### src/hdl/pee_pkg.sv
// ----------------------------------------------------------------------------
// Precedence expression evaluator package
// Operator codes, pending-term codes and the control and status structs that
// pass between the top level and the serial multiply/divide unit.
// ----------------------------------------------------------------------------
package pee_pkg;

	localparam logic [2:0] OP_ADD = 3'd0;
	localparam logic [2:0] OP_SUB = 3'd1;
	localparam logic [2:0] OP_MUL = 3'd2;
	localparam logic [2:0] OP_DIV = 3'd3;
	localparam logic [2:0] OP_END = 3'd4;

	typedef enum logic [1:0] {
		PEND_NONE = 2'd0,
		PEND_MUL  = 2'd1,
		PEND_DIV  = 2'd2
	} pend_t;

	typedef struct packed {
		logic start;
		logic div;
	} md_cmd_t;

	typedef struct packed {
		logic done;
		logic ovf;
	} md_sts_t;

endpackage

### src/hdl/pee_muldiv.sv
// ----------------------------------------------------------------------------
// Serial multiply/divide unit
// Signed fixed-point multiply by shift-and-add, one multiplier bit per cycle,
// and restoring divide, one quotient bit per cycle. Results are rounded
// toward zero and saturated; the divisor must be nonzero.
// ----------------------------------------------------------------------------
module pee_muldiv #(
	parameter int VALUE_WIDTH = 32,
	parameter int FRAC_BITS   = 16
) (
	input  logic                          clk,
	input  logic                          arst_n,
	input  pee_pkg::md_cmd_t              cmd,
	input  logic signed [VALUE_WIDTH-1:0] a,
	input  logic signed [VALUE_WIDTH-1:0] b,
	output pee_pkg::md_sts_t              sts,
	output logic [VALUE_WIDTH-1:0]        result
);
	import pee_pkg::*;

	localparam int VW = VALUE_WIDTH;
	localparam int FB = FRAC_BITS;
	localparam int NW = VW + FB;
	localparam int PW = 2 * VW;
	localparam int QW = (PW - FB > NW) ? PW - FB : NW;
	localparam int CW = $clog2(NW);

	typedef enum logic [2:0] {
		MD_IDLE = 3'b001,
		MD_RUN  = 3'b010,
		MD_FIN  = 3'b100
	} md_state_t;

	md_state_t       state_q;
	logic [CW-1:0]   cnt_q;
	logic            div_q;
	logic            neg_q;
	logic [VW-1:0]   opnd_q;
	logic [PW-1:0]   prod_q;
	logic [VW-1:0]   rem_q;
	logic [NW-1:0]   nq_q;

	logic [VW-1:0]   mag_a;
	logic [VW-1:0]   mag_b;
	logic [VW:0]     add_sum;
	logic [PW-1:0]   prod_next;
	logic [VW:0]     trial;
	logic [VW:0]     diff;
	logic            ge;
	logic [QW-1:0]   mag;
	logic            ovf;

	always_comb begin
		mag_a = a[VW-1] ? VW'(-a) : VW'(a);
		mag_b = b[VW-1] ? VW'(-b) : VW'(b);
		add_sum = {1'b0, prod_q[PW-1:VW]} + {1'b0, opnd_q};
		prod_next = prod_q[0] ? {add_sum, prod_q[VW-1:1]} : {1'b0, prod_q[PW-1:1]};
		trial = {rem_q, nq_q[NW-1]};
		diff = trial - {1'b0, opnd_q};
		ge = !diff[VW];
		mag = div_q ? QW'(nq_q) : QW'(prod_q >> FB);
		ovf = (|mag[QW-1:VW]) | (mag[VW-1] & (!neg_q | (|mag[VW-2:0])));
		if (ovf) begin
			result = neg_q ? {1'b1, {(VW-1){1'b0}}} : {1'b0, {(VW-1){1'b1}}};
		end else begin
			result = neg_q ? VW'(-mag[VW-1:0]) : mag[VW-1:0];
		end
		sts.done = (state_q == MD_FIN);
		sts.ovf = ovf;
	end

	always_ff @(posedge clk or negedge arst_n) begin
		if (!arst_n) begin
			state_q <= MD_IDLE;
			cnt_q <= '0;
			div_q <= 1'b0;
			neg_q <= 1'b0;
			opnd_q <= '0;
			prod_q <= '0;
			rem_q <= '0;
			nq_q <= '0;
		end else begin
			unique case (state_q)
				MD_IDLE: begin
					if (cmd.start) begin
						div_q <= cmd.div;
						neg_q <= a[VW-1] ^ b[VW-1];
						opnd_q <= mag_b;
						prod_q <= PW'(mag_a);
						rem_q <= '0;
						nq_q <= NW'(mag_a) << FB;
						cnt_q <= cmd.div ? CW'(NW - 1) : CW'(VW - 1);
						state_q <= MD_RUN;
					end
				end
				MD_RUN: begin
					if (div_q) begin
						rem_q <= ge ? diff[VW-1:0] : trial[VW-1:0];
						nq_q <= {nq_q[NW-2:0], ge};
					end else begin
						prod_q <= prod_next;
					end
					if (cnt_q == '0) begin
						state_q <= MD_FIN;
					end else begin
						cnt_q <= cnt_q - 1'b1;
					end
				end
				MD_FIN: begin
					state_q <= MD_IDLE;
				end
				default: begin
					state_q <= MD_IDLE;
				end
			endcase
		end
	end

endmodule

### src/hdl/precedence_expression_evaluator_unit.sv
// ----------------------------------------------------------------------------
// Precedence expression evaluator
// Evaluates an infix expression with two precedence levels, one operand and
// its following operator per input beat, in saturating signed fixed point.
// ----------------------------------------------------------------------------
// Steps: an operand after add, subtract or a zero divisor goes from idle straight
// to apply; after a multiply or divide it passes through calc, where the serial
// multiply/divide unit works one bit per cycle. The default widths give Q16.16.
// One beat is in work at a time; an end beat also waits for the output register
// to free, and a finished result waits there while the next beat is taken.
// Reset is asynchronous and clears the sum, the pending term and the flags.
module precedence_expression_evaluator_unit #(
	parameter int VALUE_WIDTH = 32,
	parameter int FRAC_BITS   = 16
) (
	input  logic                                 clk,
	input  logic                                 arst_n,
	input  logic                                 s_tvalid,
	output logic                                 s_tready,
	// operand_value
	input  logic [((VALUE_WIDTH+7)/8)*8-1:0]     s_tdata,
	// next_operator
	input  logic [2:0]                           s_tuser,
	output logic                                 m_tvalid,
	input  logic                                 m_tready,
	// result_value
	output logic [((VALUE_WIDTH+7)/8)*8-1:0]     m_tdata,
	// overflow_flag in bit 0, divide_by_zero in bit 1
	output logic [1:0]                           m_tuser
);
	import pee_pkg::*;

	localparam int VW = VALUE_WIDTH;
	localparam int DW = ((VALUE_WIDTH + 7) / 8) * 8;

	typedef enum logic [2:0] {
		ST_IDLE  = 3'b001,
		ST_CALC  = 3'b010,
		ST_APPLY = 3'b100
	} state_t;

	state_t                state_q;
	logic signed [VW-1:0]  sum_q;
	logic signed [VW-1:0]  pend_q;
	logic                  pend_sub_q;
	pend_t                 pend_op_q;
	logic                  ovf_q;
	logic                  dbz_q;
	logic [2:0]            op_q;
	logic signed [VW-1:0]  term_q;
	logic                  m_tvalid_q;
	logic [VW-1:0]         m_data_q;
	logic [1:0]            m_user_q;

	logic                  accept;
	logic signed [VW-1:0]  operand;
	md_cmd_t               md_cmd;
	md_sts_t               md_sts;
	logic [VW-1:0]         md_result;
	logic [VW:0]           sum_ext;
	logic                  add_ovf;
	logic signed [VW-1:0]  sum_next;
	logic                  is_prod;
	logic                  is_addsub;
	logic                  out_free;
	logic                  emit;

	assign s_tready = (state_q == ST_IDLE);
	assign accept = s_tvalid && s_tready;
	assign operand = s_tdata[VW-1:0];
	assign m_tvalid = m_tvalid_q;
	assign m_tdata = DW'(m_data_q);
	assign m_tuser = m_user_q;
	assign out_free = !m_tvalid_q || m_tready;

	always_comb begin
		md_cmd.start = accept && ((pend_op_q == PEND_MUL) ||
			((pend_op_q == PEND_DIV) && (operand != '0)));
		md_cmd.div = (pend_op_q == PEND_DIV);
		if (pend_sub_q) begin
			sum_ext = {sum_q[VW-1], sum_q} - {term_q[VW-1], term_q};
		end else begin
			sum_ext = {sum_q[VW-1], sum_q} + {term_q[VW-1], term_q};
		end
		add_ovf = sum_ext[VW] ^ sum_ext[VW-1];
		if (add_ovf) begin
			sum_next = sum_ext[VW] ? {1'b1, {(VW-1){1'b0}}} : {1'b0, {(VW-1){1'b1}}};
		end else begin
			sum_next = sum_ext[VW-1:0];
		end
		is_prod = (op_q == OP_MUL) || (op_q == OP_DIV);
		is_addsub = (op_q == OP_ADD) || (op_q == OP_SUB);
		emit = (state_q == ST_APPLY) && !is_prod && !is_addsub && out_free;
	end

	pee_muldiv #(
		.VALUE_WIDTH(VALUE_WIDTH),
		.FRAC_BITS  (FRAC_BITS)
	) u_muldiv (
		.clk   (clk),
		.arst_n(arst_n),
		.cmd   (md_cmd),
		.a     (pend_q),
		.b     (operand),
		.sts   (md_sts),
		.result(md_result)
	);

	always_ff @(posedge clk or negedge arst_n) begin
		if (!arst_n) begin
			state_q <= ST_IDLE;
			sum_q <= '0;
			pend_q <= '0;
			pend_sub_q <= 1'b0;
			pend_op_q <= PEND_NONE;
			ovf_q <= 1'b0;
			dbz_q <= 1'b0;
			op_q <= OP_ADD;
			term_q <= '0;
			m_tvalid_q <= 1'b0;
			m_data_q <= '0;
			m_user_q <= '0;
		end else begin
			if (emit) begin
				m_tvalid_q <= 1'b1;
			end else if (m_tready) begin
				m_tvalid_q <= 1'b0;
			end
			unique case (state_q)
				ST_IDLE: begin
					if (accept) begin
						op_q <= s_tuser;
						if (md_cmd.start) begin
							state_q <= ST_CALC;
						end else if (pend_op_q == PEND_DIV) begin
							term_q <= pend_q[VW-1] ? {1'b1, {(VW-1){1'b0}}}
								: {1'b0, {(VW-1){1'b1}}};
							dbz_q <= 1'b1;
							state_q <= ST_APPLY;
						end else begin
							term_q <= operand;
							state_q <= ST_APPLY;
						end
					end
				end
				ST_CALC: begin
					if (md_sts.done) begin
						term_q <= md_result;
						ovf_q <= ovf_q | md_sts.ovf;
						state_q <= ST_APPLY;
					end
				end
				ST_APPLY: begin
					priority if (is_prod) begin
						pend_q <= term_q;
						pend_op_q <= (op_q == OP_MUL) ? PEND_MUL : PEND_DIV;
						state_q <= ST_IDLE;
					end else if (is_addsub) begin
						sum_q <= sum_next;
						ovf_q <= ovf_q | add_ovf;
						pend_sub_q <= (op_q == OP_SUB);
						pend_op_q <= PEND_NONE;
						pend_q <= '0;
						state_q <= ST_IDLE;
					end else begin
						if (out_free) begin
							m_data_q <= sum_next;
							m_user_q <= {dbz_q, ovf_q | add_ovf};
							sum_q <= '0;
							pend_q <= '0;
							pend_sub_q <= 1'b0;
							pend_op_q <= PEND_NONE;
							ovf_q <= 1'b0;
							dbz_q <= 1'b0;
							state_q <= ST_IDLE;
						end
					end
				end
				default: begin
					state_q <= ST_IDLE;
				end
			endcase
		end
	end

endmodule
### config.mk
export PLATFORM = sky130hd
export DESIGN_NAME = precedence_expression_evaluator_unit
export DESIGN_NICKNAME = d
export VERILOG_FILES = /design/src/hdl/pee_pkg.sv /design/src/hdl/pee_muldiv.sv /design/src/hdl/precedence_expression_evaluator_unit.sv
export SDC_FILE = /design/constraint.sdc
export NUM_CORES = 1
export LEC_CHECK = 0
export ABC_AREA = 0
export BUFFER_PORTS_ARGS = -buffer_cell sky130_fd_sc_hd__buf_4
export CAP_MARGIN = 20
export CORE_ASPECT_RATIO = 1.25
export CORE_MARGIN = 4
export CORE_UTILIZATION = 60
export DETAILED_ROUTE_END_ITERATION = 8
export PLACE_DENSITY = 0.86
export SKIP_LAST_GASP = 1
export SLEW_MARGIN = 10
export SYNTH_ARGS = -nofsm -noshare
export SYNTH_HDL_FRONTEND = slang
export SYNTH_SLANG_ARGS = --single-unit
### constraint.sdc
create_clock -name clk -period 5.2 [get_ports clk]
set_input_delay 0.52 -clock clk [delete_from_list [all_inputs] [get_ports clk]]
set_output_delay 0.52 -clock clk [all_outputs]
set_load 0.01 [all_outputs]
### After elaboration in Yosys (flattened, before gate mapping)

Index checks and enable logic that the tools add are counted.

* flip-flop bits (word level): 329
* input bits: 39

* add/subtract/negate cells: 8
* equality and inequality tests: 25
* multiplexer cells: 62
* bitwise logic cells: 9
* reduce and logical (&&, ||, !) cells: 40

Operator list (count)
* two-way mux 32 bit: 19
* two-way mux 64 bit: 3
* two-way mux 48 bit: 3
* case mux 32 bit (2 select lines): 2
* case mux 64 bit (2 select lines): 1
* negator 32 bit: 3
* case mux 48 bit (2 select lines): 1
* adder 32 x 32 -> 33 bit: 2
* two-way mux 33 bit: 1
* subtractor 32 x 32 -> 33 bit: 1
* subtractor 33 x 32 -> 33 bit: 1
* nonzero test 32 bit: 1
* OR reduction 31 bit: 1
* two-way mux 3 bit: 8
* two-way mux 6 bit: 3
* inequality test 2 bit, second input constant: 8
* OR reduction 16 bit: 1
* AND reduction 3 bit: 5
* equality test 3 x 2 -> 1 bit, second input constant: 4
* two-way mux 1 bit: 12
* case mux 6 bit (2 select lines): 1
* AND reduction 4 bit: 3
* nonzero test 2 bit: 6
* equality test 3 x 1 -> 1 bit, second input constant: 3
* 23 further kinds: 51

### Longest topological paths before layout

* word-level depth: 8
* mapped depth: 19

### By module

From an unflattened synthesis, not the netlist that was laid out.

* cell total of the unflattened synthesis: 2872
* area total of the unflattened synthesis: 23379.9 um2

Modules (own cells, without submodules)
* pee_muldiv: times used 1, cells an instance 1753, area an instance 14267.4 um2, seq. area each 4680.7 um2
* precedence_expression_evaluator_unit: times used 1, cells an instance 1119, area an instance 9112.5 um2, seq. area each 3554.7 um2

### Worst setup path before layout

OpenSTA, ideal clock, no wires.

* path type: flip-flop to flip-flop
* start point: register term_q[3]
* end point: register sum_q[29]
* data arrival time: 4174 ps
* required time: 5074 ps
* path slack: 900 ps
* cell stages (with the launch flop): 19
* path buffers: 1
* clock period less this slack: 4300 ps
* path through: dfrtp_1 -> nor2_1 -> nor4b_1 -> and3_1 -> nor2b_1 -> nor2b_1 -> nor2_1 -> xnor2_1 -> ha_1 -> clkbuf_1 -> a21o_1 -> a21o_1 -> a31oi_1 -> o21ai_1 -> a31oi_1 -> xnor2_1 -> or2_2 -> and2_1 -> a221o_1

* word-level cells in the longest chain between the ends: 5
* elaborated cells between the ends (all ways): 7
* classes of those cells: add/sub: 2; mux: 4; bitwise: 1

Ends and longest elaborated chain
* start: declaration: line precedence_expression_evaluator_unit.sv:50 `logic signed [VW-1:0] term_q;`
* start signal: assignment: line precedence_expression_evaluator_unit.sv:136 `term_q <= pend_q[VW-1] ? {1'b1, {(VW-1){1'b0}}}`
* start signal: assignment: line precedence_expression_evaluator_unit.sv:141 `term_q <= operand;`
* start signal: assignment: line precedence_expression_evaluator_unit.sv:148 `term_q <= md_result;`
* adder 32 x 32 -> 33 bit / subtractor 32 x 32 -> 33 bit (equally long branches): line precedence_expression_evaluator_unit.sv:83, precedence_expression_evaluator_unit.sv:81
* two-way mux 33 bit (*): line precedence_expression_evaluator_unit.sv:80 `if (pend_sub_q) begin`
* two-way mux 32 bit / XOR 1 bit (equally long branches): line precedence_expression_evaluator_unit.sv:87, precedence_expression_evaluator_unit.sv:85
* two-way mux 32 bit (*): line precedence_expression_evaluator_unit.sv:86 `if (add_ovf) begin`
* two-way mux 32 bit (*): line precedence_expression_evaluator_unit.sv:158 `end else if (is_addsub) begin`
* end signal: assignment: line precedence_expression_evaluator_unit.sv:159 `sum_q <= sum_next;`
* end: declaration: line precedence_expression_evaluator_unit.sv:43 `logic signed [VW-1:0] sum_q;`

Every way passes the cells marked *; elsewhere a longest branch is shown, timed or not.
A chain may end at the register's enable or synchronous reset.

### Worst setup path in the final report

Same ends and word-level chain as after synthesis.

==> summary.md <==
| Metric | Value |
|---|---|
| Status | completed |
| I/O Buffers | between 70 and 80 |
| Drt initial violations | 2010 |
| Site Rows | 78 |
| RSZ-0062 raised after global routing | no |
| Yosys top cell by area | dfrtp_1 |
| Synthesized netlist net count | ~2800 |
| # IOs | 75 |
| Clk buf depth | 3 |
| Clk_skew | about 10 ps |
| Final #Nets | 2806 |
| Non-Filler Instances | 3168 |
| Leakage power | 10.9 nW |
| DP Cell Count | 3102 |
| Synth-to-Final Area Change | 9.99% |
| Fmax | 209 MHz |
| Total wire length | about 74000 µm |
| Die X | approximately 180 µm |
| Worst r2r src | term_q[3] |
| Register bit total from synthesis | 329 |
| Die height | 224 µm |
| Reg-to-reg slack, setup | 420 ps |
| Drt pass-1 iters | 6 |
| Share of layout cells above drive strength 1 | 0.103 |
| Resize count post-CTS | 0 |
| CTS Sinks | 329 |
| Worst-Margin Slew | around 1100 ps |
| Post-synth EDFFs | 0 |
| Max Slew Vio Count | 0 |
| Critical Path AT | 5210 ps |
| # DRC | 0 |
| Cell Area, Synth | ~0.022 mm² |
| Worst-path clk slew | 60 ps |
| HP Class | input port to asynchronous set/reset pin |
| First-pass GRT wire length | 115000 µm |
| Final number of setup-violating endpoints | 0 |
| Fin crit share | 0.920 |
| Worst setup SP type | register |
| Starting Density | 0.612 |
| CTS Hold Buffers Added | 0 |
| Routed Antenna Nets | 0 |
| Critical Path Start | term_q[3] |
| Largest net degree at the start of global routing | about 130 |
| Die area | 0.0405 mm² |
| N_diodes | 0 |
| Worst r2r dst | sum_q[29] |
| Filler cells | 2981 |
| Synth top area cells | dfrtp_1 37%, nand2_1 6.7%, ha_1 5.7% |
| TNS Setup | 0 ps |
| Avg WL per Cell | 23.5 µm |
| Syn Inst Count | 2646 |
| HPWL after DPL | 55100 µm |
| GRT Overall Usage | 0.357 |
| Core ar. | 0.0366 mm² |
| Number of global-route vias before repair | between 20000 and 25000 |
| Predominant post-synthesis flop cell | dfrtp_1 |
| GRT overflow | 0 |
| CTS tree | done |
| Pre-CTS setup slack | 563 ps |
| Routed vias | ~21000 |
| Synth top area share | 0.365 |
| Crit Path Class | register to register |
| Setup Buffers After CTS | 0 |
| CTS H-Tree Depth | 2 |
| Warnings, synthesis | 0 |
| Hold Slack | 64.4 ps |
| End of the critical path | sum_q[29] |
| VDD IR-drop max | 0.267 mV |
| CTS root buffer | clkbuf_16 |
| Hold Violations, Final | 0 |
| MaxCap Viol Count | 0 |
| Required time of the critical path | 5630 ps |
| PwrDens | 221 mW/mm² |
| Seq/Total Area, Yosys | 0.368 |
| Total CTS buffers | 37 |
| Post-synth ARST share | 1.00 |
| Clk_lat worst skew | about 550 ps |
| Final Critical Period | 4780 ps |
| Worst slew margin | 0.275 |
| Worst Path Max Fanout | 10 |
| Antenna violations before repair | 0 |
| Routability Congestion | around 1.1 |
| Vias per inst | 6.65 |
| Mean Syn Cell Area | 8.47 µm² |
| Slack of the critical path | 417 ps |
| Worst r2r path cells | 17 |
| Library cells used by synthesis | 85 |
| CP Capture Type | register |
-- synth_stat cells (8+ instances only) --
cell	number
a221o_1	23
a22oi_1	21
and2_1	13
or3_1	14
mux2i_1	63
o21bai_1	23
dfrtp_1	327
a22o_1	21
and3_1	24
a211oi_1	36
o41ai_1	13
mux2_2	18
o211ai_1	21
o21a_1	14
nand2b_1	16
nor2_1	202
o31ai_1	32
a21o_1	32
or4_1	11
ha_1	102
nand2_1	398
a31oi_1	35
a221oi_1	8
nor4_1	21
nor2b_1	20
nand3_1	77
a211o_1	17
nor3_1	53
o21ai_1	29
nor3b_1	14
clkbuf_1	109
nand4_1	19
xnor2_1	110
a21oi_1	171
buf_2	23
inv_1	80
o21ai_2	20
o21ai_0	224
xor2_1	66
-- final cells by class --
type | count | area, µm² | share of cell area
Clock buffer | 48 | 1080 | 0.0438
Clock inverter | 17 | 180 | 0.00731
Inverter | 80 | 300 | 0.0122
Multi-Input combinational cell | 2092 | 13300 | 0.539
Sequential cell | 329 | 8240 | 0.334
Tap cell | 480 | 601 | 0.0244
Timing Repair Buffer | 122 | 952 | 0.0386
-- sequential cells by signal, summed over array words and instances, names as in the netlist, 32 cells and up --
register / cells
term_q: 32
pend_q: 32
m_tdata: 32
u_muldiv.rem_q: 32
u_muldiv.opnd_q: 32
u_muldiv.prod_q: 64
u_muldiv.nq_q: 48
sum_q: 32
-- worst max-delay path, cell delays in order, from the launching register on --
cell      delay, ps
dfrtp_1         460
nor2_1          160
nor4b_1         280
buf_4           200
and3_1          270
nor2b_1         330
nor2b_1         260
a21oi_1         110
xnor2_1         210
ha_1            360
a21oi_1         270
o21ai_0         180
nand4b_1        220
o22ai_2         220
xnor2_4         170
or2_2           380
and2_1          240
a221o_1         340
-- per-layer routing --
metal	GRT usage	up-vias	routed length, µm
li1	-	9592	-
met1	0.414	10100	26900
met2	0.572	1060	34000
met3	0.0596	319	5300
met4	0.312	0	8210
met5	0	-	0
-- cells by family after synthesis --
kind of cell             share of synthesized area
AND/OR/NAND/NOR                              0.189
AO/OA/AOI/OAI                                0.234
flip-flops                                   0.368
buffers and inverters                       0.0413
XOR/XNOR                                    0.0700
adder cells (fa/ha/maj)                     0.0606
multiplexers                                0.0378
-- power breakdown --
group | total, mW | internal (mW) | switching (mW)
registers | 2.56 | 2.56 | 0
logic | 0.143 | 0.0400 | 0.103
clock network | 2.74 | 1.62 | 1.12
-- cell usage in the layout (no fill, tap or decap), types with 14 or more instances in the layout --
master / Yosys / routed
a211o_1: 17 / 17
a21o_1: 32 / 32
nor3_1: 53 / 52
and3_1: 24 / 23
mux2_2: 18 / 18
a22o_1: 21 / 21
o211ai_1: 21 / 21
a31oi_1: 35 / 35
nor4_1: 21 / 21
or3_1: 14 / 14
o21ai_2: 20 / 21
ha_1: 102 / 102
o21bai_1: 23 / 23
nand2b_1: 16 / 16
o31ai_1: 32 / 32
mux2i_1: 63 / 63
a21oi_1: 171 / 170
buf_4: 6 / 118
xnor2_1: 110 / 109
o21ai_0: 224 / 223
nand3_1: 77 / 76
nor2_1: 202 / 200
nand2_1: 398 / 398
nor2b_1: 20 / 20
o21ai_1: 29 / 29
clkbuf_16: 0 / 39
nand4_1: 19 / 19
inv_1: 80 / 80
a221o_1: 23 / 23
dfrtp_1: 327 / 326
xor2_1: 66 / 66
o21a_1: 14 / 14
a22oi_1: 21 / 21
a211oi_1: 36 / 36
-- stage by stage --
step,area (µm²),power [mW],util
2_1_floorplan,22400,2.64,-
3_3_place_gp,23400,2.75,0.638
3_5_place_dp,23400,2.75,0.638
4_1_cts,24600,5.47,0.673
5_1_grt,24600,5.58,0.673
6_report,24600,5.44,0.673
-- worst min path at each step --
stage           start                   to  depth (start not counted)  slack (ps)
2_1_floorplan  arst_n                dbz_q                          0         220
3_3_place_gp    dbz_q           m_tuser[1]                          2         460
3_5_place_dp    dbz_q           m_tuser[1]                          2         480
4_1_cts        arst_n  u_muldiv.prod_q[56]                          1         140
5_1_grt        arst_n  u_muldiv.prod_q[58]                          1         160
6_report       arst_n  u_muldiv.prod_q[59]                          1          60
Note: power is estimated with default switching activity, not from simulation.
